[config.mk]
export PLATFORM = sky130hd
export DESIGN_NAME = jfx_fade
export DESIGN_NICKNAME = d
export VERILOG_FILES = /design/src/rtl/jfx_pkg.sv /design/src/rtl/jfx_fade.sv
export SDC_FILE = /design/constraint.sdc
export NUM_CORES = 1
export LEC_CHECK = 0
export BUFFER_PORTS_ARGS = -buffer_cell sky130_fd_sc_hd__buf_2
export CORE_MARGIN = 1
export CORE_UTILIZATION = 55
export CTS_BUF_LIST = sky130_fd_sc_hd__clkbuf_4
export CTS_CLUSTER_SIZE = 12
export DETAILED_ROUTE_END_ITERATION = 10
export PLACE_DENSITY = 0.75
export SETUP_SLACK_MARGIN = 0.15
export SLEW_MARGIN = 20
export SYNTH_ARGS = -nofsm -noshare
export SYNTH_HDL_FRONTEND = slang
export SYNTH_SLANG_ARGS = --single-unit
[constraint.sdc]
create_clock -name aclk -period 10.1 [get_ports aclk]
set_input_delay 2.525 -clock aclk [delete_from_list [all_inputs] [get_ports aclk]]
set_output_delay 2.525 -clock aclk [all_outputs]
set_load 0.005 [all_outputs]
[src/rtl/jfx_pkg.sv]
`default_nettype none

package jfx_pkg;

    // Ring depth default
    localparam int RING_DEPTH_DEFAULT = 4096;

    // Sample format (Q1.15)
    localparam int SAMPLE_W = 16;

    // Fade length is a power of two, so the fade divide is an arithmetic shift
    localparam int FADE_LENGTH = 256;
    localparam int FADE_SHIFT  = $clog2(FADE_LENGTH);
    localparam int NUM_W       = FADE_SHIFT + 1;

    // Read request limits
    localparam int MAX_READ = 64;
    localparam int CNT_W    = $clog2(MAX_READ + 1);
    localparam int IDX_W    = $clog2(MAX_READ);

    // Field widths
    localparam int KIND_W   = 1;
    localparam int THR_W    = 12;
    localparam int FILL_W   = 12;
    localparam int UNDER_W  = 16;
    localparam int STATUS_W = 3;

    // Stream packing
    localparam int S_FIELDS_W = SAMPLE_W + CNT_W;
    localparam int S_TDATA_W  = ((S_FIELDS_W + 7) / 8) * 8;
    localparam int M_FIELDS_W = SAMPLE_W + FILL_W + UNDER_W;
    localparam int M_TDATA_W  = ((M_FIELDS_W + 7) / 8) * 8;
    localparam int M_PAD_W    = M_TDATA_W - M_FIELDS_W;

    // Configuration port
    localparam int CFG_IDX_W  = 2;
    localparam int CFG_DATA_W = 12;
    localparam logic [CFG_IDX_W-1:0] CFG_JITTER_ENABLE   = 2'd0;
    localparam logic [CFG_IDX_W-1:0] CFG_START_THRESHOLD = 2'd1;
    localparam logic [CFG_IDX_W-1:0] CFG_LOW_WATER_MARK  = 2'd2;

    localparam logic [THR_W-1:0] START_THRESHOLD_RESET = 12'd2048;
    localparam logic [THR_W-1:0] LOW_WATER_MARK_RESET  = 12'd512;

    // Item kinds
    localparam logic [KIND_W-1:0] KIND_WRITE = 1'b0;
    localparam logic [KIND_W-1:0] KIND_READ  = 1'b1;

    // Result status codes
    localparam logic [STATUS_W-1:0] ST_WRITTEN   = 3'd0;
    localparam logic [STATUS_W-1:0] ST_DROPPED   = 3'd1;
    localparam logic [STATUS_W-1:0] ST_PLAYED    = 3'd2;
    localparam logic [STATUS_W-1:0] ST_WAITING   = 3'd3;
    localparam logic [STATUS_W-1:0] ST_UNDERRUN  = 3'd4;
    localparam logic [STATUS_W-1:0] ST_FADE_CONT = 3'd5;

    // Request to the shared fade unit
    typedef struct packed {
        logic                en;
        logic [SAMPLE_W-1:0] sample;
        logic [NUM_W-1:0]    num;
    } fade_req_t;

endpackage

`default_nettype wire

[src/rtl/jfx_fade.sv]
`default_nettype none

// Shared scaling unit: q = trunc(sample * num / FADE_LENGTH), toward zero
module jfx_fade (
    input  wire logic                         aclk,
    input  wire jfx_pkg::fade_req_t           req,
    output logic      [jfx_pkg::SAMPLE_W-1:0] q
);
    import jfx_pkg::*;

    localparam int PROD_W = SAMPLE_W + NUM_W + 1;

    logic signed [PROD_W-1:0] prod;
    logic signed [PROD_W-1:0] bias;
    logic signed [PROD_W-1:0] adj;
    logic signed [PROD_W-1:0] shifted;

    // Multiply, round negative products toward zero, then shift down
    assign prod    = $signed(req.sample) * $signed({1'b0, req.num});
    assign bias    = prod[PROD_W-1] ? $signed(PROD_W'(FADE_LENGTH - 1)) : '0;
    assign adj     = prod + bias;
    assign shifted = adj >>> FADE_SHIFT;

    // Hold result until the next request
    always_ff @(posedge aclk) begin
        if (req.en) begin
            q <= shifted[SAMPLE_W-1:0];
        end
    end

endmodule

`default_nettype wire

==> results of run 1 <==
## cell families (layout without fill, tap and decap cells)
kind of cell	Yosys count	count (layout)
compound gates	81	81
fa+ha+maj	181	181
flops	16	16
simple gates	223	223
xor+xnor	38	38
buf+inv	182	209
mux	1	1
## critical path: cells and delay by family
| kind | cells | cell delay, ns |
|---|---|---|
| xor+xnor | 2 | 0.32 |
| compound gates | 6 | 1.42 |
| buf+inv | 6 | 0.52 |
| fa+ha+maj | 7 | 3.33 |
| simple gates | 6 | 1.37 |
## synthesized netlist by cell type (all sizes together), types with 7 or more instances
cell type,n
o211ai,7
clkbuf,19
xnor2,26
a21oi,20
inv,163
nor2,19
ha,59
nor3,15
o21ai,15
edfxtp,16
nand2,92
nand3,8
fa,122
and2,68
xor2,12
## final timing paths
kind / from / end / slack, ns / cells after the start
max: req[3] / q[14] / 0.64 / 27
min: req[25] / q[7] / 2.67 / 1
## per-stage QoR
stage	instance area [sq um]	hold WS (ns)	setup WS, ns	utilization [%]	std cells
final	6729	2.673	0.6359	60.74	889
after detailed placement	6703	2.918	0.3747	60.50	885
after global routing	6729	2.670	0.2320	60.74	889
after floorplan	6389	2.638	0.9157	-	722
after CTS	6729	2.670	0.6562	60.74	889
after global placement	6703	2.918	0.6009	60.50	885
## placed cells by master (no fill, tap or decap), types with 6 or more instances in the layout
master / instances
a21o_1: 6
a21oi_1: 19
and2_1: 68
buf_2: 42
edfxtp_1: 16
fa_1: 122
ha_1: 59
inv_1: 163
nand2_1: 92
nand3_1: 8
nor2_1: 19
nor3_1: 15
o211ai_1: 6
o21ai_0: 12
xnor2_1: 26
xor2_1: 12
## layer usage
| metal | routed length, microns | vias to the layer above |
|---|---|---|
| li1 | - | 2291 |
| met1 | 5343 | 2451 |
| met2 | 7274 | 121 |
| met3 | 563 | 26 |
| met4 | 243 | 2 |
| met5 | 11 | - |
## layout make-up
cell class                      count  area, sq um
Timing Repair Buffer               42        210.2
Clock buffer                        3        22.52
Fill cell                         983         4349
Clock inverter                      1        3.754
Multi-Input combinational cell    524         5225
Tap cell                          140        175.2
Inverter                          163        611.8
Sequential cell                    16        480.5
==> flow_metrics.py, run 1 <==
metrics = {
    "logic_synthesis": {
        "yosysTopAreaCellShare_pct": 38.23,
        "synth-main-ff-cell": "edfxtp_1",
        "async_flop_share_pct": 0,
        "muxShareOfSynthArea_pct": 0.1567,
        "synth_edf_count": 16,
        "syn_inst": 722,
        "synth-compound-area-share_pct": 8.989,
        "syn_area_sq_um": 6389,
        "synth_fa_ha_area_share_pct": 49.78,
        "syn-num-nets": 930,
        "synth_largest_area_cell": "fa_1",
        "synth-seq-cells": 16,
        "ys_warn_count": 0,
        "synth_top_family_by_area": "adder cells",
        "yosysSeqAreaShare_pct": 7.521,
        "synthTopCellsByArea": "fa_1 (38%), ha_1 (12%), inv_1 (9.6%), edfxtp_1 (7.5%), and2_1 (6.7%)",
        "synth_xor_area_share_pct": 5.210,
        "postSynthAreaPerCell_sq_um": 8.849,
        "synth_simple_gate_area_share_pct": 17.65,
        "synth_cell_types": 53,
    },
    "global_routing": {
        "grt_overflow_total": 0,
        "met1_usage_pct": 29.94,
        "grt_usage_pct": 25.54,
        "grt_pass1_vias": 5410,
        "grt.busiest_layer": "met2",
        "grtUsageMet2_pct": 50.13,
        "met3_usage_pct": 2.193,
        "grt_start_max_net_pins": 17,
        "antenna_found_initial": 1,
        "grt_pass1_wl_microns": 23890,
    },
    "sta": {
        "worstMarginPinSlew_ns": 0.5684,
        "final_hold_viol_count": 0,
        "period_needed_ns": 9.464,
        "finalSetupViolCount": 0,
        "slew_viol_final": 0,
        "relSlewSlack_pct": 62.01,
        "rsz0062_at_grt": "no",
        "setup_tns_ns": 0,
        "fin_crit_sh_pct": 93.70,
        "fmax_mhz": 105.7,
    },
    "detailed_routing": {
        "dr_total_vias": 4891,
        "wl_per_cell_microns": 15.11,
        "firstDrtPassIters": 4,
        "ant_nets": 0,
        "drc": 0,
        "wl_microns": 13440,
        "drt-initial-drc-count": 325,
        "viasPerCell": 5.502,
    },
    "worst_setup_path": {
        "cpMaxStageDelayCell": "fa_1",
        "crit_arrival_ns": 9.50,
        "cpPeakStageDelay_ns": 0.55,
        "worstPathRequired_ns": 10.14,
        "cp_max_fo": 16,
        "cp-end-kind": "flip-flop",
        "crit_type": "primary input to flip-flop",
        "crit_path_start_kind": "primary input",
    },
    "cells_and_area": {
        "largest-register": "q",
        "largest_reg_flops": 16,
        "diodes": 0,
        "drive_gt1_share_pct": 7.343,
        "reg.largest.list": "q (16)",
        "num-nets-final": 958,
        "area_delta_synth_final_pct": 5.327,
    },
    "place": {
        "post-dp-hpwl_microns": 11490,
        "routabilityCongestion": 0.9602,
        "portBuffers": 42,
    },
    "die": {
        "boundaryPins": 43,
        "core-area_sq_um": 11080,
        "die_x_microns": 109.8,
        "start_util_pct": 57.67,
        "rows": 38,
        "die_area_sq_um": 12050,
        "die_h_microns": 109.8,
    },
    "cts": {
        "clk_path_buf_depth": 2,
        "cts_buffers": 3,
        "cts.clk_slew.worst_paths_ns": 0.09,
        "htree_levels": 1,
        "post_cts_buffers": 0,
        "cts_tree": "yes",
        "cts_sinks": 16,
        "cts_resized": 0,
        "root_buffer": "clkbuf_4",
        "cts_hold_buffers": 0,
    },
    "job": {
        "drv_cap": 0,
    },
    "min_path": {
        "holdCritPathClass": "primary input to flip-flop",
    },
    "status": {
        "status": "complete, no violations",
    },
}
Power of run 1 is not shown: default switching activity piles up to over one toggle a cycle in this logic, so the estimate is an artifact.
==> inputs of run 2 (changes only) <==
--- a/config.mk
+++ b/config.mk
@@ -5,7 +5,7 @@
 export SDC_FILE = /design/constraint.sdc
 export NUM_CORES = 1
 export LEC_CHECK = 0
-export BUFFER_PORTS_ARGS = -buffer_cell sky130_fd_sc_hd__buf_2
+export BUFFER_PORTS_ARGS = -buffer_cell sky130_fd_sc_hd__buf_4
 export CORE_MARGIN = 1
 export CORE_UTILIZATION = 55
 export CTS_BUF_LIST = sky130_fd_sc_hd__clkbuf_4
@@ -17,3 +17,4 @@
 export SYNTH_ARGS = -nofsm -noshare
 export SYNTH_HDL_FRONTEND = slang
 export SYNTH_SLANG_ARGS = --single-unit
+export TNS_END_PERCENT = 1
==> run 2 against run 1 <==
Against the previous run: design area increased by 1.6%; critical path type unchanged; global-route usage is 0.20 points higher; largest cell class unchanged; critical endpoint unchanged; non-clock buffer count unchanged; critical path depth did not move; highest routed layer is now met4.
==> flow_metrics.py, run 2 (synthesis results as in run 1) <==
metrics = {
    "status": {
        "status": "complete, no violations",
    },
    "worst_setup_path": {
        "cp_top_family": "adder cells",
        "cpMaxStageDelayCell": "fa_1",
        "cpPeakStageDelay_ns": 0.53,
        "worstPathRequired_ns": 10.15,
        "cp_max_fo": 16,
        "crit_path_start_kind": "primary input",
        "crit_type": "primary input to flip-flop",
        "crit_arrival_ns": 9.39,
        "cp-end-kind": "flip-flop",
        "crit_buf_inv": 6,
    },
    "cts": {
        "cts_hold_buffers": 0,
        "clk_path_buf_depth": 2,
        "post_cts_buffers": 0,
        "htree_levels": 1,
        "root_buffer": "clkbuf_4",
        "cts_resized": 0,
        "cts_buffers": 3,
        "cts.clk_slew.worst_paths_ns": 0.10,
        "cts_sinks": 16,
        "cts_tree": "yes",
    },
    "detailed_routing": {
        "wl_per_cell_microns": 15.17,
        "viasPerCell": 5.496,
        "wl_met1_microns": 5468,
        "drc": 0,
        "wl_microns": 13490,
        "wl_met3_microns": 399,
        "wl_met2_microns": 7459,
        "firstDrtPassIters": 4,
        "ant_nets": 0,
        "dr_total_vias": 4886,
        "top_layer": "met4",
        "drt-initial-drc-count": 202,
    },
    "die": {
        "die_x_microns": 109.8,
        "core-area_sq_um": 11080,
        "die_h_microns": 109.8,
        "rows": 38,
        "die_area_sq_um": 12050,
        "boundaryPins": 43,
        "start_util_pct": 57.67,
    },
    "cells_and_area": {
        "drive_gt1_share_pct": 7.343,
        "area_delta_synth_final_pct": 6.972,
        "multi_input_area_sq_um": 5225,
        "num-fill-cells": 968,
        "final_common_cell": "inv_1",
        "final_area_sq_um": 6834,
        "reg.largest.list": "q (16)",
        "fin_cells": 889,
        "layout_common_cells": "inv_1 (163), fa_1 (122), nand2_1 (92), and2_1 (68), ha_1 (59)",
        "num-nets-final": 958,
        "largest-register": "q",
        "seq_area_sq_um": 480.5,
        "largest_reg_flops": 16,
        "diodes": 0,
    },
    "sta": {
        "worstMarginPinSlew_ns": 0.5749,
        "finalSetupViolCount": 0,
        "fmax_mhz": 107.0,
        "rsz0062_at_grt": "no",
        "relSlewSlack_pct": 61.39,
        "finalWorstSetupSlack_ns": 0.7564,
        "setup_tns_ns": 0,
        "final_hold_viol_count": 0,
        "slew_viol_final": 0,
        "period_needed_ns": 9.344,
        "fin_crit_sh_pct": 92.51,
    },
    "place": {
        "post-dp-hpwl_microns": 11560,
        "placed_cells": 885,
        "portBuffers": 42,
        "placed_cell_area_sq_um": 6808,
        "dp_slack_ns": 0.4295,
        "routabilityCongestion": 0.9371,
    },
    "min_path": {
        "holdCritPathClass": "primary input to flip-flop",
    },
    "global_routing": {
        "grt_usage_pct": 25.74,
        "grt_start_max_net_pins": 17,
        "grt_overflow_total": 0,
        "grt_pass1_vias": 5426,
        "grt_pass1_wl_microns": 24040,
        "antenna_found_initial": 0,
    },
    "job": {
        "drv_cap": 0,
    },
}
run 2: cell counts in the layout (fill, tap and decap cells not counted):
No cell type changed its count.
run 2: final cells by class:
cell class                 instances  share of cell area (%)
multi-input combinational        524                   76.46
clock buffer                       3                  0.3295
clock inverter                     1                 0.05492
tap                              140                   2.563
sequential                        16                   7.030
timing repair buffer              42                   4.614
inverter                         163                   8.953
run 2: worst paths after layout:
| check | startpoint | cells after the start | endpoint |
|---|---|---|---|
| worst max-delay path | req[3] | 27 | q[14] |
| worst min-delay path | req[25] | 1 | q[2] |
run 2: through the flow:
step	hold slack, ns	utilization (%)
after floorplan	2.638	-
after CTS	2.604	61.69
after global routing	2.589	61.69
final	2.607	61.69
after global placement	2.889	61.45
after detailed placement	2.907	61.45
run 2: layer usage:
metal  vias to the layer above  global-route usage, %
li1                       2289                      -
met1                      2466                  30.66
met2                       115                  50.09
met3                        16                  2.371
met4                         0                  5.048
met5                         -                      0
Power of run 2 is left out for the same reason.
==> inputs of run 3 (changes only) <==
--- a/config.mk
+++ b/config.mk
@@ -11,7 +11,7 @@
 export CTS_BUF_LIST = sky130_fd_sc_hd__clkbuf_4
 export CTS_CLUSTER_SIZE = 12
 export DETAILED_ROUTE_END_ITERATION = 10
-export PLACE_DENSITY = 0.75
+export PLACE_DENSITY = 0.73
 export SETUP_SLACK_MARGIN = 0.15
 export SLEW_MARGIN = 20
 export SYNTH_ARGS = -nofsm -noshare
==> run 3 against run 2 <==
Against the previous run: non-clock buffer count stayed put; critical path depth is 2 lower; global-route usage is 1.1 points lower; clock-buffer cell count stayed put; via count is 0.33% higher; sequential share of layout area hardly changed; maximum frequency is 1.0% lower; setup slack worse by 0.099 ns; utilization hardly changed; largest cell class unchanged.
==> flow_metrics.py, run 3 (synthesis results as in run 1) <==
metrics = {
    "die": {
        "die_h_microns": 109.8,
        "core-area_sq_um": 11080,
        "rows": 38,
        "start_util_pct": 57.67,
        "die_area_sq_um": 12050,
        "boundaryPins": 43,
        "die_x_microns": 109.8,
    },
    "place": {
        "post-dp-hpwl_microns": 11260,
        "portBuffers": 42,
        "placed_cell_area_sq_um": 6808,
        "routabilityCongestion": 0.9128,
    },
    "cts": {
        "cts.clk_slew.worst_paths_ns": 0.08,
        "root_buffer": "clkbuf_4",
        "htree_levels": 1,
        "cts_resized": 0,
        "cts_buffers": 3,
        "clk_path_buf_depth": 2,
        "cts_tree": "yes",
        "cts_hold_buffers": 0,
        "post_cts_buffers": 0,
        "cts_sinks": 16,
    },
    "detailed_routing": {
        "dr_total_vias": 4902,
        "viasPerCell": 5.520,
        "wl_per_cell_microns": 14.90,
        "drt-initial-drc-count": 173,
        "ant_nets": 0,
        "firstDrtPassIters": 5,
        "wl_microns": 13230,
        "drc": 0,
    },
    "status": {
        "status": "complete, no violations",
    },
    "sta": {
        "period_needed_ns": 9.443,
        "final_hold_viol_count": 0,
        "rsz0062_at_grt": "no",
        "fmax_mhz": 105.9,
        "fin_crit_sh_pct": 93.49,
        "relSlewSlack_pct": 57.83,
        "slew_viol_final": 0,
        "setup_tns_ns": 0,
        "worstMarginPinSlew_ns": 0.6280,
        "finalSetupViolCount": 0,
    },
    "cells_and_area": {
        "final_area_sq_um": 6830,
        "reg.largest.list": "q (16)",
        "area_delta_synth_final_pct": 6.913,
        "seq_area_sq_um": 480.5,
        "largest_reg_flops": 16,
        "multi_input_area_sq_um": 5225,
        "drive_gt1_share_pct": 7.353,
        "final_common_cell": "inv_1",
        "layout_common_cells": "inv_1 (163), fa_1 (122), nand2_1 (92), and2_1 (68), ha_1 (59)",
        "num-fill-cells": 969,
        "num-nets-final": 958,
        "diodes": 0,
        "largest-register": "q",
    },
    "worst_setup_path": {
        "crit_path_start_kind": "primary input",
        "crit_type": "primary input to flip-flop",
        "crit_arrival_ns": 9.48,
        "cp-end-kind": "flip-flop",
        "worstPathRequired_ns": 10.13,
        "cp_max_fo": 16,
    },
    "min_path": {
        "holdPathStages": 1,
        "holdCritPathClass": "primary input to flip-flop",
        "hold_start": "req[25]",
        "hold_path_end": "q[3]",
    },
    "global_routing": {
        "antenna_found_initial": 0,
        "grt_pass1_wl_microns": 22970,
        "grt_pass1_vias": 5225,
        "grt_usage_pct": 24.66,
        "grt_start_max_net_pins": 17,
        "grt_overflow_total": 0,
    },
    "job": {
        "drv_cap": 0,
    },
}
==> run 3: cell types whose count changed in the layout (fill, tap and decap cells not counted), sizes merged <==
cell	change
clkinv	-1
==> run 3: how the worst max path moves through the flow <==
stage	startpoint	end	slack [ns]	cells after the start
6_report	req[6]	q[10]	0.66	25
5_1_grt	req[6]	q[14]	0.30	25
4_1_cts	req[3]	q[10]	0.75	25
3_5_place_dp	req[3]	q[10]	0.46	25
3_3_place_gp	req[3]	q[14]	0.69	27
2_1_floorplan	req[6]	q[10]	0.92	26
==> run 3: worst max-delay path, cell delays in order <==
cell and delay [ns]:
buf_4 0.18, nand2_1 0.10, fa_1 0.56, inv_1 0.05, fa_1 0.47, fa_1 0.53
fa_1 0.54, inv_1 0.05, fa_1 0.52, inv_1 0.04, ha_1 0.43, and3_1 0.25
and2_1 0.19, a211oi_1 0.13, nor4_1 0.54, o21ai_0 0.21, xnor2_1 0.37, ha_1 0.32
a21o_1 0.21, and2_1 0.19, or4_1 0.42, nand3_1 0.24, nor4_4 0.08, nor3b_1 0.17
xor2_1 0.15
==> run 3: layer usage <==
| metal | part of all wire (%) | vias to the layer above | GRT usage [%] |
|---|---|---|---|
| met2 | 53 | 142 | 46.81 |
| met3 | 4.1 | 27 | 2.134 |
| met1 | 40 | 2443 | 30.13 |
| met5 | 0 | - | 0 |
| met4 | 2.2 | 0 | 5.714 |
| li1 | - | 2290 | - |
==> run 3: area by class of cell <==
type                       instances  share of cell area, %
clock buffer                       3                 0.3297
inverter                         163                  8.958
multi-input combinational        524                  76.50
sequential                        16                  7.034
tap                              140                  2.565
timing repair buffer              42                  4.616
==> run 3: through the flow <==
| stage | utilization, % | worst slack, ns | cells | hold slack (ns) |
|---|---|---|---|---|
| after floorplan | - | 0.9157 | 722 | 2.638 |
| after global placement | 61.45 | 0.6855 | 885 | 2.891 |
| after detailed placement | 61.45 | 0.4561 | 885 | 2.903 |
| after CTS | 61.66 | 0.7523 | 888 | 2.600 |
| after global routing | 61.66 | 0.2998 | 888 | 2.591 |
| final | 61.66 | 0.6574 | 888 | 2.610 |
Power of run 3 is left out for the same reason.
